`config.mk`:
```
export PLATFORM = sky130hd
export DESIGN_NAME = tree_plru_cache_tag_store
export DESIGN_NICKNAME = d
export VERILOG_FILES = /design/src/rtl/tpc_pkg.sv /design/src/rtl/tpc_ctrl.sv /design/src/rtl/tpc_datapath.sv /design/src/rtl/tree_plru_cache_tag_store.sv
export VERILOG_INCLUDE_DIRS = /design/src /design/src/rtl
export SDC_FILE = /design/constraint.sdc
export NUM_CORES = 1
export LEC_CHECK = 0
export ABC_AREA = 1
export BUFFER_PORTS_ARGS = -buffer_cell sky130_fd_sc_hd__buf_2
export CAP_MARGIN = 10
export CORE_MARGIN = 4
export CORE_UTILIZATION = 58
export CTS_CLUSTER_DIAMETER = 60
export DETAILED_ROUTE_END_ITERATION = 10
export HOLD_SLACK_MARGIN = 0.08
export PLACE_DENSITY = 0.75
export SLEW_MARGIN = 20
export SYNTH_ARGS = -nofsm -noshare
export SYNTH_HDL_FRONTEND = slang
export SYNTH_HIERARCHICAL = 1
export SYNTH_SLANG_ARGS = --single-unit
export TNS_END_PERCENT = 20
```
`constraint.sdc`:
```
create_clock -name i_clk -period 6.11 [get_ports i_clk]
set_input_delay 0.611 -clock i_clk [delete_from_list [all_inputs] [get_ports i_clk]]
set_output_delay 0.611 -clock i_clk [all_outputs]
set_load 0.05 [all_outputs]
```
`src/rtl/tree_plru_cache_tag_store_defines.svh`:
```
// Assertion macros for the tree pseudo-LRU tag store.
// Each macro expects i_clk and i_rst_n in the scope where it is used.
`ifndef TREE_PLRU_CACHE_TAG_STORE_DEFINES_SVH
`define TREE_PLRU_CACHE_TAG_STORE_DEFINES_SVH

`ifndef NO_ASSERTIONS
// same-cycle implication
`define TPC_ASSERT_NOW(label, ante, cons) \
    label: assert property (@(posedge i_clk) disable iff (!i_rst_n) (ante) |-> (cons)) \
        else $error("tag store check failed");
// next-cycle implication
`define TPC_ASSERT_NEXT(label, ante, cons) \
    label: assert property (@(posedge i_clk) disable iff (!i_rst_n) (ante) |=> (cons)) \
        else $error("tag store check failed");
`else
`define TPC_ASSERT_NOW(label, ante, cons)
`define TPC_ASSERT_NEXT(label, ante, cons)
`endif

`endif

```
`src/rtl/tpc_pkg.sv`:
```
`timescale 1ns / 1ps
`default_nettype none

package tpc_pkg;

    localparam int NUM_WAYS = 4;
    localparam int WAY_W    = 2;
    localparam int TREE_W   = 3;
    localparam int CNT_W    = 16;
    localparam int RES_W    = 1 + WAY_W + TREE_W + CNT_W;
    localparam int OUT_W    = ((RES_W + 7) / 8) * 8;

    // controller -> datapath
    typedef struct packed {
        logic capture;   // latch address, start row read
        logic commit;    // update set state, load result register
    } t_cmd;

    // datapath -> controller
    typedef struct packed {
        logic out_stall; // result register full and not being taken
    } t_sts;

endpackage

`default_nettype wire

```
`src/rtl/tpc_ctrl.sv`:
```
`timescale 1ns / 1ps
`default_nettype none

module tpc_ctrl
    import tpc_pkg::*;
(
    input  wire logic i_clk,
    input  wire logic i_rst_n,
    input  wire logic i_s_tvalid,
    output logic      o_s_tready,
    input  t_sts      i_sts,
    output t_cmd      o_cmd
);

    localparam logic S_IDLE = 1'b0;
    localparam logic S_LOOK = 1'b1;

    logic r_state;
    logic n_state;

    always_comb begin
        n_state        = r_state;
        o_s_tready     = 1'b0;
        o_cmd.capture  = 1'b0;
        o_cmd.commit   = 1'b0;
        unique case (r_state)
            S_IDLE: begin
                o_s_tready    = 1'b1;
                o_cmd.capture = i_s_tvalid;
                if (i_s_tvalid) begin
                    n_state = S_LOOK;
                end
            end
            S_LOOK: begin
                // hold until the result register can take the new item
                if (!i_sts.out_stall) begin
                    o_cmd.commit = 1'b1;
                    n_state      = S_IDLE;
                end
            end
            default: begin
                n_state = S_IDLE;
            end
        endcase
    end

    always_ff @(posedge i_clk) begin
        if (!i_rst_n) begin
            r_state <= S_IDLE;
        end else begin
            r_state <= n_state;
        end
    end

endmodule

`default_nettype wire

```
`src/rtl/tpc_datapath.sv`:
```
`timescale 1ns / 1ps
`default_nettype none
`include "tree_plru_cache_tag_store_defines.svh"

module tpc_datapath
    import tpc_pkg::*;
#(
    parameter int ADDR_BITS   = 16,
    parameter int SET_BITS    = 2,
    parameter int OFFSET_BITS = 4
)(
    input  wire logic                 i_clk,
    input  wire logic                 i_rst_n,
    input  wire logic [ADDR_BITS-1:0] i_addr,
    input  t_cmd                      i_cmd,
    output t_sts                      o_sts,
    output logic                      o_m_tvalid,
    input  wire logic                 i_m_tready,
    output logic [RES_W-1:0]          o_result
);

    localparam int TAG_W    = ADDR_BITS - SET_BITS - OFFSET_BITS;
    localparam int NUM_SETS = 1 << SET_BITS;
    localparam int ROW_W    = NUM_WAYS * TAG_W;
    localparam logic [CNT_W-1:0] CNT_MAX = '1;

    function automatic logic [WAY_W-1:0] tree_victim(input logic [TREE_W-1:0] t);
        logic [WAY_W-1:0] v;
        if (!t[1]) begin
            v = t[0] ? 2'd1 : 2'd0;
        end else begin
            v = t[2] ? 2'd3 : 2'd2;
        end
        return v;
    endfunction

    // point root and pair bit away from the way just used
    function automatic logic [TREE_W-1:0] tree_touch(input logic [TREE_W-1:0] t,
                                                     input logic [WAY_W-1:0]  w);
        logic [TREE_W-1:0] r;
        r = t;
        case (w)
            2'd0:    begin r[1] = 1'b1; r[0] = 1'b1; end
            2'd1:    begin r[1] = 1'b1; r[0] = 1'b0; end
            2'd2:    begin r[1] = 1'b0; r[2] = 1'b1; end
            default: begin r[1] = 1'b0; r[2] = 1'b0; end
        endcase
        return r;
    endfunction

    logic [ROW_W-1:0]    mem [NUM_SETS];
    logic [ROW_W-1:0]    r_row;
    logic [TAG_W-1:0]    r_tag;
    logic [SET_BITS-1:0] r_set;
    logic [NUM_WAYS-1:0] r_valid [NUM_SETS];
    logic [TREE_W-1:0]   r_tree  [NUM_SETS];
    logic [CNT_W-1:0]    r_count;
    logic [CNT_W-1:0]    n_count;

    logic                r_out_valid;
    logic                r_out_hit;
    logic [WAY_W-1:0]    r_out_way;
    logic [TREE_W-1:0]   r_out_tree;
    logic [CNT_W-1:0]    r_out_cnt;

    logic                hit;
    logic [WAY_W-1:0]    way;
    logic [TREE_W-1:0]   n_tree;
    logic [ROW_W-1:0]    n_row;

    // tag memory: one row per set, read on capture, written on commit
    always_ff @(posedge i_clk) begin
        if (i_cmd.capture) begin
            r_row <= mem[i_addr[OFFSET_BITS +: SET_BITS]];
            r_set <= i_addr[OFFSET_BITS +: SET_BITS];
            r_tag <= i_addr[ADDR_BITS-1 -: TAG_W];
        end
        if (i_cmd.commit) begin
            mem[r_set] <= n_row;
        end
    end

    always_comb begin
        hit = 1'b0;
        way = '0;
        for (int w = 0; w < NUM_WAYS; w++) begin
            if (!hit && r_valid[r_set][w] && r_row[w*TAG_W +: TAG_W] == r_tag) begin
                hit = 1'b1;
                way = WAY_W'(w);
            end
        end
        if (!hit) begin
            way = tree_victim(r_tree[r_set]);
        end
        n_tree = tree_touch(r_tree[r_set], way);
        n_row  = r_row;
        n_row[way*TAG_W +: TAG_W] = r_tag;
        n_count = r_count;
        if (hit && r_count != CNT_MAX) begin
            n_count = r_count + 1'b1;
        end
    end

    always_ff @(posedge i_clk) begin
        if (!i_rst_n) begin
            for (int s = 0; s < NUM_SETS; s++) begin
                r_valid[s] <= '0;
                r_tree[s]  <= '0;
            end
            r_count     <= '0;
            r_out_valid <= 1'b0;
        end else begin
            if (i_cmd.commit) begin
                r_valid[r_set][way] <= 1'b1;
                r_tree[r_set]       <= n_tree;
                r_count             <= n_count;
                r_out_valid         <= 1'b1;
            end else if (i_m_tready) begin
                r_out_valid <= 1'b0;
            end
        end
    end

    always_ff @(posedge i_clk) begin
        if (i_cmd.commit) begin
            r_out_hit  <= hit;
            r_out_way  <= way;
            r_out_tree <= n_tree;
            r_out_cnt  <= n_count;
        end
    end

    assign o_sts.out_stall = r_out_valid && !i_m_tready;
    assign o_m_tvalid      = r_out_valid;
    assign o_result        = {r_out_cnt, r_out_tree, r_out_way, r_out_hit};

    `TPC_ASSERT_NEXT(a_commit_loads_out, i_cmd.commit, r_out_valid)
    `TPC_ASSERT_NEXT(a_fill_marks_valid, i_cmd.commit && !hit, r_valid[$past(r_set)][$past(way)])
    `TPC_ASSERT_NEXT(a_count_monotone, i_cmd.commit, r_count >= $past(r_count))
    `TPC_ASSERT_NOW(a_root_points_away, r_out_valid, r_out_tree[1] != r_out_way[1])
    `TPC_ASSERT_NOW(a_no_overwrite, i_cmd.commit, !(r_out_valid && !i_m_tready))

endmodule

`default_nettype wire

```
`src/rtl/tree_plru_cache_tag_store.sv`:
```
`timescale 1ns / 1ps
`default_nettype none
// Four-way set-associative tag store with tree pseudo-LRU replacement.
// Input stream (s side): one byte address per item in tdata. The set index
// sits just above the offset bits, the tag is every address bit above it.
// Output stream (m side): one result per input item with hit flag, the way
// that hit or was filled, the set's updated tree bits and a saturating hit
// count.
// An accepted item's set row, set index and tag are registered first; its result
// is loaded into the output register once that register can take it.
// No new item is accepted until the current one is committed; the tag row comes
// from a memory with a registered read port, so each item takes a read step and
// then a compare, victim choice and write-back step.
// A finished result sits in an output register; the next item is accepted
// while it waits, and if the receiver stalls the lookup holds until that
// register is taken.
// Reset (synchronous, active low) clears all valid bits, all tree bits, the
// hit count and the output valid. Tag contents are not cleared; they are
// only read under their valid bits.
module tree_plru_cache_tag_store
    import tpc_pkg::*;
#(
    parameter int ADDR_BITS   = 16,
    parameter int SET_BITS    = 2,
    parameter int OFFSET_BITS = 4
)(
    input  wire logic                                i_clk,
    input  wire logic                                i_rst_n,
    input  wire logic                                i_s_tvalid,
    output logic                                     o_s_tready,
    // address
    input  wire logic [((ADDR_BITS + 7) / 8) * 8-1:0] i_s_tdata,
    output logic                                     o_m_tvalid,
    input  wire logic                                i_m_tready,
    // hit, way[1:0], tree_bits[2:0], hit_count[15:0], zero pad
    output logic [OUT_W-1:0]                         o_m_tdata
);

    t_cmd             cmd;
    t_sts             sts;
    logic [RES_W-1:0] result;

    tpc_ctrl u_ctrl (
        .i_clk      (i_clk),
        .i_rst_n    (i_rst_n),
        .i_s_tvalid (i_s_tvalid),
        .o_s_tready (o_s_tready),
        .i_sts      (sts),
        .o_cmd      (cmd)
    );

    tpc_datapath #(
        .ADDR_BITS   (ADDR_BITS),
        .SET_BITS    (SET_BITS),
        .OFFSET_BITS (OFFSET_BITS)
    ) u_datapath (
        .i_clk      (i_clk),
        .i_rst_n    (i_rst_n),
        .i_addr     (i_s_tdata[ADDR_BITS-1:0]),
        .i_cmd      (cmd),
        .o_sts      (sts),
        .o_m_tvalid (o_m_tvalid),
        .i_m_tready (i_m_tready),
        .o_result   (result)
    );

    assign o_m_tdata = OUT_W'(result);

endmodule

`default_nettype wire
```
==> reports/results.txt, run 1 <==
mux contribution to synthesized area = 0%
TritonCTS Buffers = 29
# setup viols final = 0
CTS Hold Buffers Added = 0
nets@finish = 1426
largest net degree at the start of global routing = 81
clk sink count = 282
synth unique cells = 41
Worst Hold Path Cells = 1
ys flop type = edfxtp_1
setup_tns = 0 ns
largest family of logic cells by synthesized area = simple AND/OR/NAND/NOR gates
detailed-route via count = 9811
post-layout util = 65.1%
worst path cell trace = inv_4 -> o21ai_0 -> o22ai_1 -> nand2_1 -> o21ai_2 -> nand2_4 -> nand2_8 -> inv_2 -> ha_1 -> inv_1 -> nor3_1 -> nand2_1 -> inv_1 -> nand2_1 -> o21ai_0
Ant. Diodes = 0
crit-path max cell delay = 0.81 ns
Internal Pwr Total = 3620 uW
Synth Area in XOR/XNOR = 1.38%
number of flops mapped to enable cells by yosys = 262
Synth Register Bits = 282
drt total wl = 32200 um
row count = 55
cell with the most instances after synthesis = nand2_1
vias in the first global route = 9361
crit-path most repeated cell = nand2_1
hpwl dp = 21100 um
Cells after Synth = 1375
slew of the pin with the lowest slew margin = 0.900 ns
total gr overflow = 0
hold path startpoint = i_s_tdata[9]
CTS Buffer Depth = 3
worst hold endpoint = u_datapath/r_tag[3]$_DFFE_PP_
combinational power share = 17.1%
GPL Wtd Cong = 0.972
Synth top cells by count = nand2_1 (303), edfxtp_1 (262), nor2_1 (210)
Final Max Slew Viols = 0
Synth top area share = 59.2%
Flop pwr share = 46.4%
switch share = 28.3%
Post-Synth Simple-Gate Area = 20.2%
Seq/Total Area, Yosys = 62.2%
post-CTS sizing = 0
Setup Skew = 0.0157 ns
setup slack, reg-to-reg = 1.28 ns
Synth Area in Adders = 0.753%
P&R area growth vs syn = 10.5%
Die Height = 159 um
Cell Area, Synth = 13300 um^2
Clock power frac = 36.6%
max_slew headroom = 40.0%
initial antenna violation count = 0
Avg Cell Area, Syn = 9.67 um^2
Final Hold Vio Count = 0
pwr dens = 344 nW/um^2
Fmax = 207 MHz
Ys Warns = 6
fin crit share = 79.0%
WL/cell = 18.9 um
Sw Pwr = 1430 uW
Global Route Usage Sum = 25.0%
slowest CP cell = ha_1
DRT antenna net count = 0
first-pass GRT wire length = 50400 um
DRC Markers = 0
Crit Path Max Fanout = 38
Arrival @ worst endpoint = 5.11 ns
Ports = 46
clock latency on the worst-skew pair = 0.55 ns
leading post-synthesis cells by cell area = edfxtp_1 (59%), nand2_1 (8.6%), nor2_1 (5.9%), o21ai_0 (4.6%), inv_1 (3.5%)
Compound-Gate Fraction of Synth Area = 9.03%
CTS tree = done
biggest area consumer among synthesized cells = edfxtp_1
IO Port Bufs = 39
RSZ-0062 raised after global routing = false
# fillers = 1739
Min-Delay Path Class = in2reg
Crit. End Element = register
worst setup path class = reg2reg
status = finished clean
1st-pass router iterations = 5
worst endpoint required time = 6.39 ns
Critical Path Source Type = register
Clock Tree Root = clkbuf_16
Leak Pwr = 0.00581 uW
Core ar. = 22600 um^2
Reg2Reg Depth = 15
Clk pin slew, worst setup/hold paths = 0.06 ns
H-tree depth = 1
vias per cell = 5.75
Initial Utilization = 58.9%
Final min period = 4.83 ns
initial DRC count = 1036
die footprint = 25400 um^2
multi-input gate area in the final layout = 4210 um^2
layout cells sized above 1 = 10.3%
Post-CTS Repair Setup Buffers = 0
worst IR drop on VDD = 0.181 mV
register area = 8270 um^2
worst reg2reg path endpoint = u_datapath/mem[3][9]$_DFFE_PP_
Chip Width = 159 um
total of max-cap violations = 0
Async S/R FF share, synth = 0%
## critical path, delay by kind of cell, from the launching register on
kind / cells / cell delay, ns
AO/OA/AOI/OAI: 4 / 0.99
adder cells (fa/ha/maj): 1 / 0.81
flip-flops: 1 / 0.75
AND/OR/NAND/NOR: 6 / 1.02
buffers and inverters: 4 / 0.96
## logic make-up (layout without fill, tap and decap cells)
logic type / Yosys count / count (layout)
and+or+nand+nor: 641 / 641
DFF: 282 / 282
AOI/OAI and AO/OA: 220 / 220
buffers and inverters: 202 / 247
xor gates and xnor gates: 21 / 21
adders and majority gates: 8 / 8
other: 1 / 2
## power by group through the flow
stage	combinational, uW	clock [uW]	sequential (uW)
global placement	831	0	2380
global route	950	1970	2350
CTS	847	1860	2340
finish	863	1850	2340
floorplan	611	0	2390
detailed placement	843	0	2380
## cells in the final DEF (no fill, tap or decap), types with 16 or more instances in the layout
cell,Yosys,final
o21ai_1,21,21
nor3_1,18,16
edfxtp_1,262,262
a21oi_1,18,18
o21ai_0,123,123
inv_1,125,125
o22ai_1,45,45
buf_2,5,39
clkbuf_16,0,29
nand3_1,65,65
nor2_1,210,207
dfxtp_1,20,20
nand4_1,17,17
nand2_1,303,303
## final cells by class
| type | count | area share [%] |
|---|---|---|
| clock buffer | 31 | 4.99 |
| sequential | 282 | 56.3 |
| tap | 285 | 2.43 |
| multi-input combinational | 892 | 28.7 |
| clock inverter | 23 | 1.98 |
| inverter | 141 | 3.62 |
| timing repair buffer | 52 | 1.99 |
## how the worst max path moves through the flow
stage          depth (start not counted)  slack, ns                                     to        from
2_1_floorplan                         11       0.69  u_datapath/r_tree[1][0]$_SDFFCE_PN0P_  i_m_tready
3_3_place_gp                          17       1.55         u_datapath/mem[2][9]$_DFFE_PP_    register
3_5_place_dp                          17       1.45         u_datapath/mem[0][9]$_DFFE_PP_    register
4_1_cts                               15       1.37         u_datapath/mem[3][9]$_DFFE_PP_    register
5_1_grt                               15       0.91         u_datapath/mem[1][9]$_DFFE_PP_    register
6_report                              15       1.28         u_datapath/mem[3][9]$_DFFE_PP_    register
## flip-flops by register name, summed over array words and instances (netlist names), named ones only
signal                 flops
u_datapath/r_out_tree      3
u_datapath/r_out_cnt      16
u_datapath/r_row          40
u_datapath/r_tree         12
u_datapath/mem           160
u_datapath/r_tag          10
u_datapath/o_m_tvalid      1
u_datapath/r_out_hit       1
u_datapath/r_set           2
u_ctrl/r_state             1
u_datapath/r_count        16
u_datapath/r_valid        16
u_datapath/r_out_way       2
## stage by stage
step	total power [uW]	hold slack, ns	worst slack [ns]	area [um^2]	cells
floorplan	3000	0.501	0.695	13300	1376
global placement	3210	0.505	1.55	13700	1652
detailed placement	3220	0.521	1.45	13700	1652
CTS	5050	0.219	1.37	14700	1706
global route	5270	0.205	0.906	14700	1706
finish	5050	0.227	1.28	14700	1706
## per-layer routing
| layer | up-vias | share of wire, % | global-route usage, % |
|---|---|---|---|
| met5 | - | 0 | 0 |
| met4 | 0 | 3.1 | 8.76 |
| met3 | 70 | 7.1 | 2.67 |
| met2 | 429 | 48 | 41.6 |
| met1 | 4630 | 42 | 34.7 |
| li1 | 4682 | - | - |
No activity file was read; power rests on OpenSTA's default activity.
==> run 2: changes to the inputs <==
- ABC_AREA: 1 -> 0
- CORE_UTILIZATION: 58 -> 56
- PLACE_DENSITY: 0.75 -> 0.76
- clock period: 6.11 -> 4 ns (I/O delays scaled with it)
==> reports/results.txt, run 2 <==
Final Hold Vio Count = 0 (unchanged)
number of flops mapped to enable cells by yosys = 262 (unchanged)
largest family of logic cells by synthesized area = multiplexers
Crit. End Element = register
worst reg2reg path endpoint = u_datapath/mem[0][13]$_DFFE_PP_
Setup Skew = 0.0106 ns (-0.00508 ns)
setup slack, reg-to-reg = 0.13 ns (-1.15 ns)
Biggest register = u_datapath/mem
Reg2Reg Depth = 11 (-4)
Ant. Diodes = 0 (unchanged)
Clk pin slew, worst setup/hold paths = 0.06 ns (about the same)
Worst Hold Path Cells = 4 (+3)
dpl cell area = 13200 um^2 (-3.5%)
Synth top area share = 62.6% (+3.4 points)
status = finished clean
leading post-synthesis cells by cell area = edfxtp_1 (63%), mux4_2 (8.4%), dfxtp_1 (3.2%), xor2_1 (3.1%), nand2_1 (1.8%)
CTS Buffer Depth = 3 (unchanged)
DRT antenna net count = 0 (unchanged)
TritonCTS Buffers = 28 (-3.4%)
register area = 8270 um^2 (unchanged)
H-tree depth = 1 (unchanged)
Chip Width = 158 um (-1.0%)
Synth Area in Adders = 0.797% (+0.044 points)
Die Height = 158 um (-1.0%)
Ports = 46 (unchanged)
synth unique cells = 61 (+49%)
initial antenna violation count = 0 (unchanged)
P&R area growth vs syn = 13.4%
Cell Area, Synth = 12600 um^2 (-5.5%)
Cells after Synth = 843 (-39%)
post-layout util = 64.9% (-0.17 points)
Clock Tree Root = clkbuf_16
vias in the first global route = 7381 (-21%)
Post-Synth Simple-Gate Area = 9.23% (-11 points)
Max Used Layer = met4
DRC Markers = 0 (unchanged)
# fillers = 1544 (-11%)
hold path startpoint = i_m_tready
slew of the pin with the lowest slew margin = 0.985 ns (+0.0850 ns)
design area = 14200 um^2 (-3.0%)
Avg Cell Area, Syn = 14.9 um^2 (+54%)
Core ar. = 22000 um^2 (-2.7%)
worst IR drop on VDD = 0.354 mV (+96%)
Global Route Usage Sum = 22.4% (-2.6 points)
Fmax = 258 MHz (+25%)
first-pass GRT wire length = 42600 um (-15%)
Crit Path Max Fanout = 13 (-66%)
Final min period = 3.87 ns (-0.957 ns)
total gr overflow = 0 (unchanged)
Async S/R FF share, synth = 0% (unchanged)
Initial Utilization = 57.2% (-1.7 points)
Synth Area in XOR/XNOR = 4.25% (+2.9 points)
total of max-cap violations = 0 (unchanged)
cell with the most instances after synthesis = edfxtp_1
Seq/Total Area, Yosys = 65.8% (+3.6 points)
layout cells sized above 1 = 22.4% (+12 points)
fin crit share = 96.7% (+18 points)
Leak Pwr = 0.00490 uW (-16%)
clock latency on the worst-skew pair = 0.54 ns (about the same)
row count = 54 (-1.8%)
clk sink count = 282 (unchanged)
pwr dens = 483 nW/um^2 (+40%)
CTS tree = done
Synth top cells by count = edfxtp_1 (262), nand2_1 (59), mux4_2 (47), nor2_1 (47), xor2_1 (45)
most common cell after layout, fill and taps aside = edfxtp_1
multi-input gate area in the final layout = 3930 um^2 (-6.6%)
initial DRC count = 728 (-30%)
worst hold endpoint = u_datapath/o_m_tvalid$_SDFFE_PN0P_
Largest regs = u_datapath/mem: 160 flops, u_datapath/r_row: 40 flops
die footprint = 24900 um^2 (-2.0%)
Critical Path Source Type = register
largest net degree at the start of global routing = 43 (-47%)
WL met1 = 11200 um (-16%)
worst setup path class = reg2reg
detailed-route via count = 7556 (-23%)
WL/cell = 22.5 um (+19%)
max_slew headroom = 34.2% (-5.8 points)
number of flip-flops in the largest register = 160 (unchanged)
reg-to-reg startpoint = u_datapath/r_tag[9]$_DFFE_PP_
Arrival @ worst endpoint = 4.07 ns (-1.04 ns)
vias per cell = 6.21 (+8.0%)
met3 wire length = 1810 um (-21%)
IO Port Bufs = 39 (unchanged)
drt total wl = 27400 um (-15%)
nets@finish = 943 (-34%)
met2 WL post-DR = 13600 um (-12%)
biggest area consumer among synthesized cells = edfxtp_1
Ys Warns = 6 (unchanged)
hpwl dp = 17900 um (-15%)
most frequent cells in the layout = edfxtp_1 (262), nand2_1 (58), buf_4 (49)
Compound-Gate Fraction of Synth Area = 6.76% (-2.3 points)
ys flop type = edfxtp_1
1st-pass router iterations = 6 (+1)
Final Max Slew Viols = 0 (unchanged)
Synth Register Bits = 282 (unchanged)
mux contribution to synthesized area = 9.65% (+9.7 points)
Min-Delay Path Class = in2reg
Total Power = 6880 uW (+36%)
GPL Wtd Cong = 0.978 (+0.64%)
# setup viols final = 0 (unchanged)
RSZ-0062 raised after global routing = true
worst endpoint required time = 4.21 ns (-2.18 ns)
CP startpoint = u_datapath/r_tag[9]$_DFFE_PP_
-- run 2: worst max-delay path by stage --
stage          depth (start not counted)                              end  slack (ns)
2_1_floorplan                          7   u_datapath/mem[0][0]$_DFFE_PP_        0.17
3_3_place_gp                          11  u_datapath/mem[2][29]$_DFFE_PP_        0.18
3_5_place_dp                          13  u_datapath/mem[3][30]$_DFFE_PP_        0.06
4_1_cts                               13  u_datapath/mem[0][30]$_DFFE_PP_        0.03
5_1_grt                               12  u_datapath/mem[0][13]$_DFFE_PP_       -0.07
6_report                              11  u_datapath/mem[0][13]$_DFFE_PP_        0.13
-- run 2: cell type report --
class                   instances  share of cell area [%]
flip-flops and latches        282                    58.0
multi-input cells             468                    27.6
clock buffers                  36                    5.28
repair buffers                 98                    4.76
well taps                     280                    2.46
inverters                      37                   0.975
clock inverters                16                   0.896
-- run 2: cells by family (layout without fill, tap and decap cells) --
logic type / count (synthesis) / after routing
buffers and inverters: 94 / 187
xor gates and xnor gates: 61 / 61
and+or+nand+nor: 219 / 219
AOI/OAI and AO/OA: 116 / 116
DFF: 282 / 282
other: 1 / 2
adders and majority gates: 8 / 8
muxes: 62 / 62
-- run 2: layer usage --
metal	up-vias	track usage, %
met4	0	5.74
li1	3386	-
met2	329	37.7
met5	-	0
met3	64	3.36
met1	3777	31.1
-- run 2: metrics by stage --
stage	instances	TNS, ns	worst slack [ns]	hold slack (ns)
2_1_floorplan	844	0	0.174	0.464
3_3_place_gp	1152	0	0.180	0.478
3_5_place_dp	1152	0	0.0587	0.492
4_1_cts	1214	0	0.0285	0.184
5_1_grt	1217	-0.387	-0.0701	0.212
6_report	1217	0	0.131	0.189
-- run 2: report_power, final --
group | leakage (uW) | switching (uW) | internal, uW
Sequential | 0.00263 | 64.5 | 3400
Combinational | 0.00185 | 583 | 334
Clock | 0.000429 | 1050 | 1450
-- run 2: worst max-delay path, cell delays in order, from the launching register on --
cell and delay, ns:
edfxtp_1 0.54, xor2_1 0.23, nor4_2 0.48, nand4_1 0.25, a211oi_4 0.32, nor2_4 0.11, ha_2 0.44, buf_4 0.25
mux2i_1 0.20, nor4_1 0.07, a41oi_2 0.35, o221ai_1 0.30
-- run 2: timing repair --
action                                  in CTS  in global routing
setup buffers                                0                  3
endpoints found under the hold margin       10                  0
resized for setup                            0                 13
hold buffers                                10                  0
endpoints found under the setup margin       0                144
